$ cat src/hhlp_pkg.sv
// Package for the HTTP header line parser.
// Item and result structs, parser state, status and phase codes, token character function.
// No dependencies.
package hhlp_pkg;

    localparam int MaxLineDefault = 4096;
    localparam int PosWidth       = 12;

    localparam logic [1:0] PH_NAME  = 2'd0;
    localparam logic [1:0] PH_SEP   = 2'd1;
    localparam logic [1:0] PH_VALUE = 2'd2;
    localparam logic [1:0] PH_CR    = 2'd3;

    localparam logic [2:0] ST_BUSY    = 3'd0;
    localparam logic [2:0] ST_DONE    = 3'd1;
    localparam logic [2:0] ST_BADNAME = 3'd2;
    localparam logic [2:0] ST_BARECR  = 3'd3;
    localparam logic [2:0] ST_TRUNC   = 3'd4;
    localparam logic [2:0] ST_LONG    = 3'd5;

    localparam logic [7:0] CH_COLON = 8'h3A;
    localparam logic [7:0] CH_LF    = 8'h0A;
    localparam logic [7:0] CH_CR    = 8'h0D;
    localparam logic [7:0] CH_SP    = 8'h20;
    localparam logic [7:0] CH_TAB   = 8'h09;

    typedef struct packed {
        logic [7:0] data_byte;
        logic       stream_end;
    } t_in_item;

    typedef struct packed {
        logic [2:0]          status;
        logic [PosWidth-1:0] name_length;
        logic [PosWidth-1:0] value_offset;
        logic [PosWidth-1:0] value_length;
    } t_out_item;

    typedef struct packed {
        logic [1:0]          phase;
        logic [PosWidth-1:0] line_position;
        logic [PosWidth-1:0] name_count;
        logic [PosWidth-1:0] value_start;
        logic [PosWidth-1:0] value_count;
    } t_state;

    // RFC 7230 tchar
    function automatic logic is_token(input logic [7:0] c);
        logic ok;
        ok = 1'b0;
        if (c inside {[8'h30:8'h39], [8'h41:8'h5A], [8'h61:8'h7A]}) begin
            ok = 1'b1;
        end
        if (c inside {8'h21, 8'h23, 8'h24, 8'h25, 8'h26, 8'h27, 8'h2A, 8'h2B,
                      8'h2D, 8'h2E, 8'h5E, 8'h5F, 8'h60, 8'h7C, 8'h7E}) begin
            ok = 1'b1;
        end
        return ok;
    endfunction

endpackage

$ cat src/hhlp_step.sv
// Per-byte step logic of the header line parser: next state and result.
// Depends on hhlp_pkg.
module hhlp_step #(
    parameter int MAX_LINE = hhlp_pkg::MaxLineDefault
) (
    input  hhlp_pkg::t_state    i_state,
    input  hhlp_pkg::t_in_item  i_item,
    output hhlp_pkg::t_state    o_next_state,
    output hhlp_pkg::t_out_item o_result
);
    import hhlp_pkg::*;

    localparam int LineLimit = (MAX_LINE < 4096) ? MAX_LINE : 4096;

    logic [7:0]          c;
    logic [PosWidth-1:0] p;
    logic [PosWidth:0]   p_inc;
    logic [2:0]          status;
    t_state              st;

    assign c     = i_item.data_byte;
    assign p     = i_state.line_position;
    assign p_inc = {1'b0, p} + {{PosWidth{1'b0}}, 1'b1};

    always_comb begin
        st     = i_state;
        status = ST_BUSY;
        if (i_item.stream_end) begin
            status = ST_TRUNC;
        end else begin
            case (i_state.phase)
                PH_NAME: begin
                    if (is_token(c)) begin
                        st.name_count = i_state.name_count + {{(PosWidth-1){1'b0}}, 1'b1};
                    end else if (c == CH_COLON) begin
                        st.phase = PH_SEP;
                    end else begin
                        status = ST_BADNAME;
                    end
                end
                PH_SEP: begin
                    if (c == CH_SP || c == CH_TAB) begin
                        st.phase = PH_SEP;
                    end else if (c == CH_LF) begin
                        st.value_start = p;
                        st.value_count = '0;
                        status         = ST_DONE;
                    end else if (c == CH_CR) begin
                        st.value_start = p;
                        st.value_count = '0;
                        st.phase       = PH_CR;
                    end else begin
                        st.value_start = p;
                        st.value_count = {{(PosWidth-1){1'b0}}, 1'b1};
                        st.phase       = PH_VALUE;
                    end
                end
                PH_VALUE: begin
                    if (c == CH_LF) begin
                        status = ST_DONE;
                    end else if (c == CH_CR) begin
                        st.phase = PH_CR;
                    end else begin
                        st.value_count = i_state.value_count + {{(PosWidth-1){1'b0}}, 1'b1};
                    end
                end
                default: begin
                    status = (c == CH_LF) ? ST_DONE : ST_BARECR;
                end
            endcase
            if (status == ST_BUSY) begin
                if (p_inc >= (PosWidth+1)'(LineLimit)) begin
                    status = ST_LONG;
                end else begin
                    st.line_position = p_inc[PosWidth-1:0];
                end
            end
        end
    end

    always_comb begin
        o_result        = '0;
        o_result.status = status;
        if (status == ST_DONE) begin
            o_result.name_length  = st.name_count;
            o_result.value_offset = st.value_start;
            o_result.value_length = st.value_count;
        end
        // rearm after done or any error
        o_next_state = (status == ST_BUSY) ? st : '0;
    end

endmodule

$ cat src/http_header_line_parser_core.sv
// HTTP header line parser, top level: input register, parser state, result register.
// Depends on hhlp_pkg and hhlp_step.
//
// Use: feed one byte of a header line per input item (data_byte), or an item
// with stream_end set when the source runs dry. Every item gives exactly one
// result item: status in progress, done, bad name character, CR without LF,
// truncated or line too long. On done the result also holds name length,
// value offset from the line start and value length; otherwise those are 0.
// After done or any error the parser rearms for the next line.
// Both channels are valid/ready. An item is registered on acceptance, runs
// through the combinational step logic and lands in the result register,
// which drives o_valid; while the receiver does not stall, one item per
// cycle is sustained. The parser state
// updates as an item moves into the result register, so consecutive bytes
// chain without bubbles.
// If the receiver stalls, the result register and the input register both
// hold, and o_ready drops once both are full; nothing is lost.
// Reset (synchronous, active low) empties both registers and returns the
// parser to the start of a line.
module http_header_line_parser_core #(
    parameter int MAX_LINE = hhlp_pkg::MaxLineDefault
) (
    input  logic                i_clk,
    input  logic                i_rst_n,
    input  logic                i_valid,
    output logic                o_ready,
    input  hhlp_pkg::t_in_item  i_item,
    output logic                o_valid,
    input  logic                i_ready,
    output hhlp_pkg::t_out_item o_result
);
    import hhlp_pkg::*;

    localparam int LineLimit = (MAX_LINE < 4096) ? MAX_LINE : 4096;

    logic      r_in_vld;
    t_in_item  r_in_item;
    logic      r_out_vld;
    t_out_item r_out_item;
    t_state    r_state;
    t_state    n_state;
    t_out_item n_out_item;
    logic      advance;

    hhlp_step #(
        .MAX_LINE(MAX_LINE)
    ) u_step (
        .i_state     (r_state),
        .i_item      (r_in_item),
        .o_next_state(n_state),
        .o_result    (n_out_item)
    );

    assign advance  = r_in_vld && (!r_out_vld || i_ready);
    assign o_ready  = !r_in_vld || advance;
    assign o_valid  = r_out_vld;
    assign o_result = r_out_item;

    always_ff @(posedge i_clk) begin
        if (!i_rst_n) begin
            r_in_vld  <= 1'b0;
            r_out_vld <= 1'b0;
            r_state   <= '0;
        end else begin
            if (o_ready) begin
                r_in_vld <= i_valid;
            end
            if (advance) begin
                r_out_vld <= 1'b1;
                r_state   <= n_state;
            end else if (i_ready) begin
                r_out_vld <= 1'b0;
            end
        end
    end

    always_ff @(posedge i_clk) begin
        if (o_ready && i_valid) begin
            r_in_item <= i_item;
        end
        if (advance) begin
            r_out_item <= n_out_item;
        end
    end

    // a finished line or error leaves the parser at line start
    a_rearm: assert property (@(posedge i_clk) disable iff (!i_rst_n)
        (advance && n_out_item.status != ST_BUSY) |=> (r_state == '0))
        else $error("parser not rearmed after line end");

    a_pos_limit: assert property (@(posedge i_clk) disable iff (!i_rst_n)
        ({1'b0, r_state.line_position} < (PosWidth+1)'(LineLimit)))
        else $error("line position beyond limit");

    a_fields_zero: assert property (@(posedge i_clk) disable iff (!i_rst_n)
        (r_out_vld && r_out_item.status != ST_DONE) |->
        (r_out_item.name_length == '0 && r_out_item.value_offset == '0 &&
         r_out_item.value_length == '0))
        else $error("length fields set on non-done result");

    a_offset_after_name: assert property (@(posedge i_clk) disable iff (!i_rst_n)
        (r_out_vld && r_out_item.status == ST_DONE) |->
        (r_out_item.value_offset > r_out_item.name_length))
        else $error("value offset not past the colon");

    a_stall_on_full: assert property (@(posedge i_clk) disable iff (!i_rst_n)
        (r_in_vld && r_out_vld && !i_ready) |-> !o_ready)
        else $error("input taken with both registers full");

endmodule
$ cat config.mk
export PLATFORM = sky130hd
export DESIGN_NAME = http_header_line_parser_core
export DESIGN_NICKNAME = d
export VERILOG_FILES = /design/src/hhlp_pkg.sv /design/src/hhlp_step.sv /design/src/http_header_line_parser_core.sv
export SDC_FILE = /design/constraint.sdc
export NUM_CORES = 1
export LEC_CHECK = 0
export ABC_AREA = 1
export BUFFER_PORTS_ARGS = -buffer_cell sky130_fd_sc_hd__buf_2
export CORE_MARGIN = 8
export CORE_UTILIZATION = 35
export CTS_BUF_LIST = sky130_fd_sc_hd__clkbuf_16
export DETAILED_ROUTE_END_ITERATION = 8
export GPL_ROUTABILITY_DRIVEN = 0
export GPL_TIMING_DRIVEN = 0
export PLACE_DENSITY_LB_ADDON = 0.08
export SYNTH_ARGS = -nofsm -noshare
export SYNTH_HDL_FRONTEND = slang
export SYNTH_SLANG_ARGS = --single-unit
$ cat constraint.sdc
create_clock -name i_clk -period 5.7 [get_ports i_clk]
set_input_delay 1.14 -clock i_clk [delete_from_list [all_inputs] [get_ports i_clk]]
set_output_delay 1.14 -clock i_clk [all_outputs]
set_load 0.01 [all_outputs]
# Yosys cells after proc, flatten, opt, wreduce, memory -nomap -nowiden

Index checks and enable logic that the tools add are counted.
W data, S select, Z words.

Bits in registers: 100
Input port bits: 13
Output and inout port bits: 41
Word-level logic and storage cells: 110

Add/sub/neg operators: 3
Order comparisons: 7
Equal/unequal tests: 32
Muxes and demuxes: 37
Reductions and logical operators: 18

Operators by type and width:

| cell                    | number |
|---|---|
| $mux W50                | 2 |
| $eq A8 B6 Y1 const B    | 12 |
| $mux W12                | 7 |
| $eq A8 B7 Y1 const B    | 5 |
| $add A12 B1 Y12 const B | 2 |
| $eq A8 B4 Y1 const B    | 3 |
| $mux W24                | 1 |
| $pmux W12 S2            | 1 |
| $mux W3                 | 6 |
| $ge A8 B7 Y1 const B    | 2 |
| $le A8 B7 Y1 const B    | 2 |
| $mux W2                 | 8 |
| $reduce_bool A15 Y1     | 1 |
| $add A12 B1 Y13 const B | 1 |
| $ge A13 B13 Y1 const B  | 1 |
| $mux W1                 | 10 |
| $pmux W3 S3             | 1 |
| $ge A8 B6 Y1 const B    | 1 |
| $le A8 B6 Y1 const B    | 1 |
| $reduce_and A8 Y1       | 1 |
| $logic_not A3 Y1        | 2 |
| $ne A3 B2 Y1 const B    | 2 |
| $ne A3 B3 Y1 const B    | 2 |
| $pmux W2 S3             | 1 |
| 14 further kinds        | 22 |

# Longest topological paths before layout

Gate-level depths: netlist of run 1.

Word-level depth: 16
Mapped depth: 17
Depth with buffers taken out: 16

# By module

From an unflattened synthesis of run 1, not the netlist that was laid out.

Cell total of the unflattened synthesis: 853
Area total of the unflattened synthesis: 5,972.0 µm²

By module, submodules not included:

| module                       | times used | cells an instance | area each (µm²) | sequential area each (µm²) |
|---|---|---|---|---|
| http_header_line_parser_core | 1          | 389               | 3,796.1         | 2,482.4 |
| hhlp_step                    | 1          | 464               | 2,175.8         | 0.0 |

# Least setup slack after synthesis of run 1

OpenSTA, ideal clock, no wires.

Path type: input to register
From: input port i_ready
To: register r_state[30] in the netlist's numbering
Library setup time: 0.065 ns
Arrival: 3.136 ns
Required time: 5.635 ns
Path slack: 2.499 ns
Stages on the path: 9
Buffers on the path: 1
Path through: inv_1 nand2_1 nand2_1 clkinv_1 clkbuf_1 nand3_1 nor2_1 nor2_1 nor2_1

Longest elaborated chain between the ends: 2

Ends and longest elaborated chain:

| what                 | line                               | source |
|---|---|---|
| from (decl)          | http_header_line_parser_core.sv:29 | `input logic i_ready,` |
| $logic_or A1 B1 Y1   | http_header_line_parser_core.sv:54 | `assign advance = r_in_vld && (!r_out_vld \|\| i_ready);` |
| $logic_and A1 B1 Y1  | http_header_line_parser_core.sv:54 |  |
| via advance          | http_header_line_parser_core.sv:43 | `logic advance;` |
| to (signal assigned) | http_header_line_parser_core.sv:70 | `r_state <= n_state;` |
| to (decl)            | http_header_line_parser_core.sv:40 | `t_state r_state;` |

The timed path passes the listed nets, and every way through them passes these cells.
A chain may end at the register's enable or synchronous reset.

# Final worst setup path of run 1

From: input port i_ready
To: register r_state[31] in the netlist's numbering

Same word-level chain as after synthesis.

==> impl_metrics.tcl, run 1 <==
set metrics [dict create \
    status "complete, no violations" \
    drtPass1Iterations 5 \
    vias 4807 \
    clkPwrFrac_pct 39.3 \
    io_buffers 53 \
    final-max-slew-violation-count 0 \
    hold_start "r_state[35]" \
    io-pin-count 54 \
    numCtsBuffers 9 \
    viasPerCell 4.96 \
    max_cap_violations 0 \
    fp.dieH_um 139 \
    cts_resized 0 \
    grt_usage_pct 15.0 \
    synth_nets 732 \
    die_w_um 139 \
    seqCellArea_um2 2480 \
    hold_buffers 0 \
    drt.antenna.violating_nets 0 \
    clk_latency_ns 0.36 \
    pre_cts_ws_ns 2.56 \
    clk_pin_slew_ns 0.07 \
    yosys.cell_types.count 36 \
    setup_tns_ns 0 \
    power_switching_mw 0.387 \
    cts_setup_buffers 0 \
    synth_seq_cells 100 \
    worstReg2RegStart "r_state[48]" \
    grt_max_degree 29 \
    yosysSeqAreaShare_pct 46.5 \
    hold_class "reg -> reg" \
    fin_nets 797 \
    wl_per_cell_um 14.7 \
    area.growth.synth_to_final_pct 15.1 \
    rsz0062_at_grt "no" \
    synthTopCellsByArea "edfxtp_1 (27%), dfxtp_1 (20%), nand2_1 (11%), nor2_1 (10%), inv_1 (5.3%)" \
    setup_violations 0 \
    postLayoutCellArea_um2 6140 \
    fillers 1556 \
    criticalPathCategory "in -> reg" \
    whs_path_depth 2 \
    synth_area_per_cell_um2 7.49 \
    synth_top_family_by_area "simple AND/OR/NAND/NOR gates" \
    reg2reg_to "r_state[4]" \
    grt_pass1_vias 4665 \
    synthAdderAreaFrac_pct 1.64 \
    clock_sinks 100 \
    h-tree-depth 3 \
    synth_compound_area_share_pct 9.50 \
    post-route-util_pct 40.8 \
    clock_skew_ns 0.0112 \
    worst_setup_path_startpoint "i_ready" \
    clockBufferDepth 2 \
    powerDensity_nw_per_um2 247 \
    placement.cell_area_um2 5860 \
    endpoint_kind "register" \
    start_util_pct 35.5 \
    drc 0 \
    comb_power_share_pct 9.3 \
    slew_headroom_pct 55.9 \
    critical_path_required_ns 5.93 \
    first_iter_violations 295 \
    antenna_found_initial 0 \
    drive_above_1_share_pct 13.2 \
    yosys.area.top_type "edfxtp_1" \
    grt_pass1_wl_um 23700 \
    synth-xor-area-share_pct 2.30 \
    antennaDiodeCount 0 \
    swShare_pct 25.5 \
    fmax_ghz 0.370 \
    cts_root_buf "clkbuf_16" \
    grt-ovfl-total 0 \
    wl_um 14300 \
    rrSetupSlack_ns 3.16 \
    cts_tree "done" \
    dieArea_um2 19400 \
    critPathArrivalTime_ns 2.94 \
    crit_path_start_kind "input pin" \
    tightest_slew_ns 0.661 \
    syn_inst 712 \
    finalHoldViolCount 0 \
    yosysWarnings 0 \
    synthMuxAreaShare_pct 0 \
    finalPower_mw 1.51 \
    fin_crit_sh_pct 47.4 \
    p_seq_share_pct 51.4 \
    p_leak_nw 2.31 \
    power.internal_mw 1.13 \
    holdPathEnd "r_state[35]" \
    reg2regPathDepth 12 \
    finalWorstSetupSlack_ns 3.00 \
    yosys.area_share.simple_pct 31.7 \
    hpwlAfterDp_um 10500 \
    multi_input_area_um2 2410 \
    num_rows 45 \
    period_needed_ns 2.70 \
    cp_max_fo 28 \
    synth_top_cell_area_share_pct 27.0 \
    coreArea_um2 15000 \
    syn-cell-area_um2 5330 \
    ir_drop_uv 154 \
]
## final cells by class
class	count	area share, %
Timing Repair Buffer	54	4.65
Clock inverter	6	0.530
Multi-Input combinational cell	504	39.2
Buffer	24	2.08
Clock buffer	10	4.08
Tap cell	188	3.83
Inverter	84	5.18
Sequential cell	100	40.4
## critical path, stage by stage
cell and delay [ns]:
buf_2 0.09, inv_1 0.06, nand2_1 0.06, nand2_1 0.16
clkinv_1 0.30, clkbuf_2 0.51, buf_12 0.33, nand3_1 0.10
nor2_1 0.04, nor2_1 0.09, nor2_1 0.04
## state kept, by name (all words and copies together) (netlist names)
signal     flops
o_result      39
r_in_item      9
r_state       50
r_in_vld       1
o_valid        1
## routing by layer
metal  global-route usage (%)  vias up  routed length [um]
met5                        0        -                   0
met4                     5.89        0                 276
met3                     2.50       20                 548
met2                     24.4      104                6600
met1                     19.5     2242                6860
li1                         -     2441                   -
## metrics by stage
step | hold WS (ns) | instances
global route | 0.516 | 970
finish | 0.491 | 970
CTS | 0.488 | 970
global placement | 0.467 | 953
floorplan | 0.459 | 712
detailed placement | 0.477 | 954
## layout by cell type, fill, tap and decap left out
cell / count
nand2_1: 157
nor2_1: 145
inv_1: 77
buf_2: 58
dfxtp_1: 52
edfxtp_1: 48
nand3_1: 43
a21oi_1: 40
o21ai_0: 25
a22oi_1: 19
nor3_1: 13
clkbuf_1: 13
nand4_1: 12
xor2_1: 12
clkbuf_16: 10
ha_1: 7
inv_2: 6
nand2_2: 5
clkinv_1: 4
nor2_2: 4
o21ai_1: 3
nand3_2: 3
nor2_4: 3
buf_6: 3
buf_4: 2
nand2_4: 2
xnor2_1: 2
clkinv_4: 2
clkbuf_2: 1
nand3b_1: 1
nand4_4: 1
a221oi_1: 1
inv_4: 1
nor3_2: 1
nor4_1: 1
o211ai_1: 1
nor3b_1: 1
a211oi_1: 1
nor2b_1: 1
buf_12: 1
## kinds of logic (layout without fill, tap and decap cells)
kind of cell | count (synthesis) | in the layout
buffers and inverters | 108 | 178
adder cells (fa/ha/maj) | 7 | 7
AO/OA/AOI/OAI | 90 | 90
AND/OR/NAND/NOR | 393 | 393
flip-flops | 100 | 100
XOR/XNOR | 14 | 14
## worst max-delay path by stage
stage	cells past startpoint	slack, ns	to
3_5_place_dp	11	2.56	r_state[31]
4_1_cts	11	2.93	r_state[9]
6_report	11	3.00	r_state[31]
3_3_place_gp	10	1.32	r_state[31]
2_1_floorplan	9	2.50	r_state[30]
5_1_grt	11	2.81	r_state[9]
## power groups by stage
stage,logic [mW],registers [mW],clock network [mW]
2_1_floorplan,0.0821,0.801,0
3_3_place_gp,0.138,0.796,0
3_5_place_dp,0.141,0.795,0
4_1_cts,0.142,0.779,0.614
5_1_grt,0.155,0.781,0.634
6_report,0.141,0.779,0.595
## synthesized netlist by cell type, drive strengths merged
cell    count
o21ai      28
xor2       12
a211oi      1
dfxtp      52
ha          7
a21oi      40
nand4      13
clkinv      2
a221oi      1
buf        10
a22oi      19
nand3b      1
nand2     164
xnor2       2
edfxtp     48
nor3b       1
inv        82
nor2      152
o211ai      1
clkbuf     14
nand3      46
nor2b       1
nor3       14
nor4        1
Note: power is estimated with default switching activity, not from simulation.
==> inputs of run 2 (changes only) <==
- clock period: 5.7 -> 2.7 ns (I/O delays scaled with it)
==> impl_metrics.tcl, run 2 (synthesis results as in run 1) <==
set metrics [dict create \
    fin_nets 797 \
    top_register "r_state" \
    p_leak_nw 2.31 \
    first_iter_violations 296 \
    grt_pass1_vias 4665 \
    reg2regPathDepth 11 \
    ir_drop_uv 325 \
    dp.cells 954 \
    comb_power_share_pct 9.3 \
    critPathArrivalTime_ns 2.72 \
    grt_pass1_wl_um 23700 \
    clk_latency_ns 0.36 \
    layout_commonest_cell "nand2_1" \
    numCtsBuffers 9 \
    worstReg2RegStart "r_state[48]" \
    final-max-slew-violation-count 0 \
    grt_max_degree 29 \
    finalWorstSetupSlack_ns 0.275 \
    fin_crit_sh_pct 89.8 \
    p_seq_share_pct 51.4 \
    setup_violations 0 \
    final_cells 970 \
    hold_class "in -> reg" \
    power.internal_mw 2.38 \
    hpwlAfterDp_um 10500 \
    endpoint "r_state[4]" \
    wl_per_cell_um 14.7 \
    cts_root_buf "clkbuf_16" \
    cts_setup_buffers 0 \
    rrSetupSlack_ns 0.28 \
    vias 4807 \
    grt-ovfl-total 0 \
    clock_skew_ns 0.0112 \
    swShare_pct 25.6 \
    num_rows 45 \
    critical_path_required_ns 3.00 \
    slew_headroom_pct 55.8 \
    antennaDiodeCount 0 \
    cp_max_fo 10 \
    drtPass1Iterations 5 \
    clockBufferDepth 2 \
    setup_tns_ns 0 \
    post-route-util_pct 40.8 \
    period_needed_ns 2.42 \
    drt.antenna.violating_nets 0 \
    status "complete, no violations" \
    powerDensity_nw_per_um2 521 \
    wl_um 14300 \
    h-tree-depth 3 \
    endpoint_kind "register" \
    clock_sinks 100 \
    clkPwrFrac_pct 39.3 \
    clk_pin_slew_ns 0.07 \
    dieArea_um2 19400 \
    area.growth.synth_to_final_pct 15.1 \
    rsz0062_at_grt "no" \
    finalPower_mw 3.20 \
    drive_above_1_share_pct 13.3 \
    criticalPathCategory "reg -> reg" \
    antenna_found_initial 0 \
    cts_tree "done" \
    fmax_ghz 0.412 \
    reg2reg_to "r_state[4]" \
    viasPerCell 4.96 \
    io-pin-count 54 \
    io_buffers 53 \
    power_switching_mw 0.818 \
    fp.dieH_um 139 \
    crit_path_start_kind "register" \
    pre_cts_ws_ns 0.163 \
    tightest_slew_ns 0.662 \
    coreArea_um2 15000 \
    grt_usage_pct 15.0 \
    start_util_pct 35.5 \
    max_cap_violations 0 \
    drc 0 \
    final_cell_mix "nand2_1 (157), nor2_1 (144), inv_1 (77)" \
    worst_setup_path_startpoint "r_state[48]" \
    die_w_um 139 \
    finalHoldViolCount 0 \
    largest_reg_flops 50 \
]
[run 2: changes by cell type in the layout (fill, tap and decap cells not counted)]
cell    change
nor2_1      -1
nor2_2      +1
[run 2: power groups by stage]
stage               clock network (mW)  logic [mW]  registers [mW]
global placement                     0       0.292            1.68
finish                            1.26       0.297            1.64
CTS                               1.30       0.300            1.64
floorplan                            0       0.173            1.69
detailed placement                   0       0.298            1.68
global route                      1.34       0.329            1.65
[run 2: stage by stage]
step	instance area, um2	hold slack, ns
floorplan	5330	0.459
global placement	5830	0.467
detailed placement	5860	0.477
CTS	6140	0.348
global route	6140	0.355
finish	6140	0.355
[run 2: worst min path at each step]
stage / to / cells past startpoint / slack (ns) / from
floorplan: r_state[35] / 2 / 0.46 / r_state[35]
global placement: r_state[35] / 2 / 0.47 / r_state[35]
detailed placement: r_state[35] / 2 / 0.48 / r_state[35]
CTS: r_in_item[8] / 1 / 0.35 / i_item[8]
global route: r_in_item[8] / 1 / 0.36 / i_item[8]
finish: r_in_item[8] / 1 / 0.36 / i_item[8]
[run 2: final cells by class]
| type | count | area (um2) |
|---|---|---|
| clock inverter | 6 | 32.5 |
| tap | 188 | 235 |
| inverter | 84 | 318 |
| multi-input combinational | 504 | 2410 |
| buffer | 24 | 128 |
| clock buffer | 10 | 250 |
| sequential | 100 | 2480 |
| fill | 1556 | 8890 |
| timing repair buffer | 54 | 285 |
[run 2: timing repair]
action                     4_1_cts  5_1_grt
resized for setup                0        1
setup endpoints to repair        0        2
hold buffers                     0        0
[run 2: routing by layer]
| layer | vias up | GRT usage, % | wire length (um) |
|---|---|---|---|
| met1 | 2229 | 19.5 | 6890 |
| met3 | 20 | 2.50 | 546 |
| met5 | - | 0 | 0 |
| li1 | 2438 | - | - |
| met2 | 120 | 24.4 | 6570 |
| met4 | 0 | 5.89 | 284 |
[run 2: worst max-delay path, stage by stage (launching register included)]
cell      delay [ns]
dfxtp_1         0.34
inv_1           0.09
ha_1            0.16
clkbuf_1        0.40
inv_1           0.25
nor2_1          0.30
inv_1           0.09
nor4_1          0.21
o21ai_0         0.20
nor2_1          0.15
a22oi_1         0.08
nor2_1          0.10
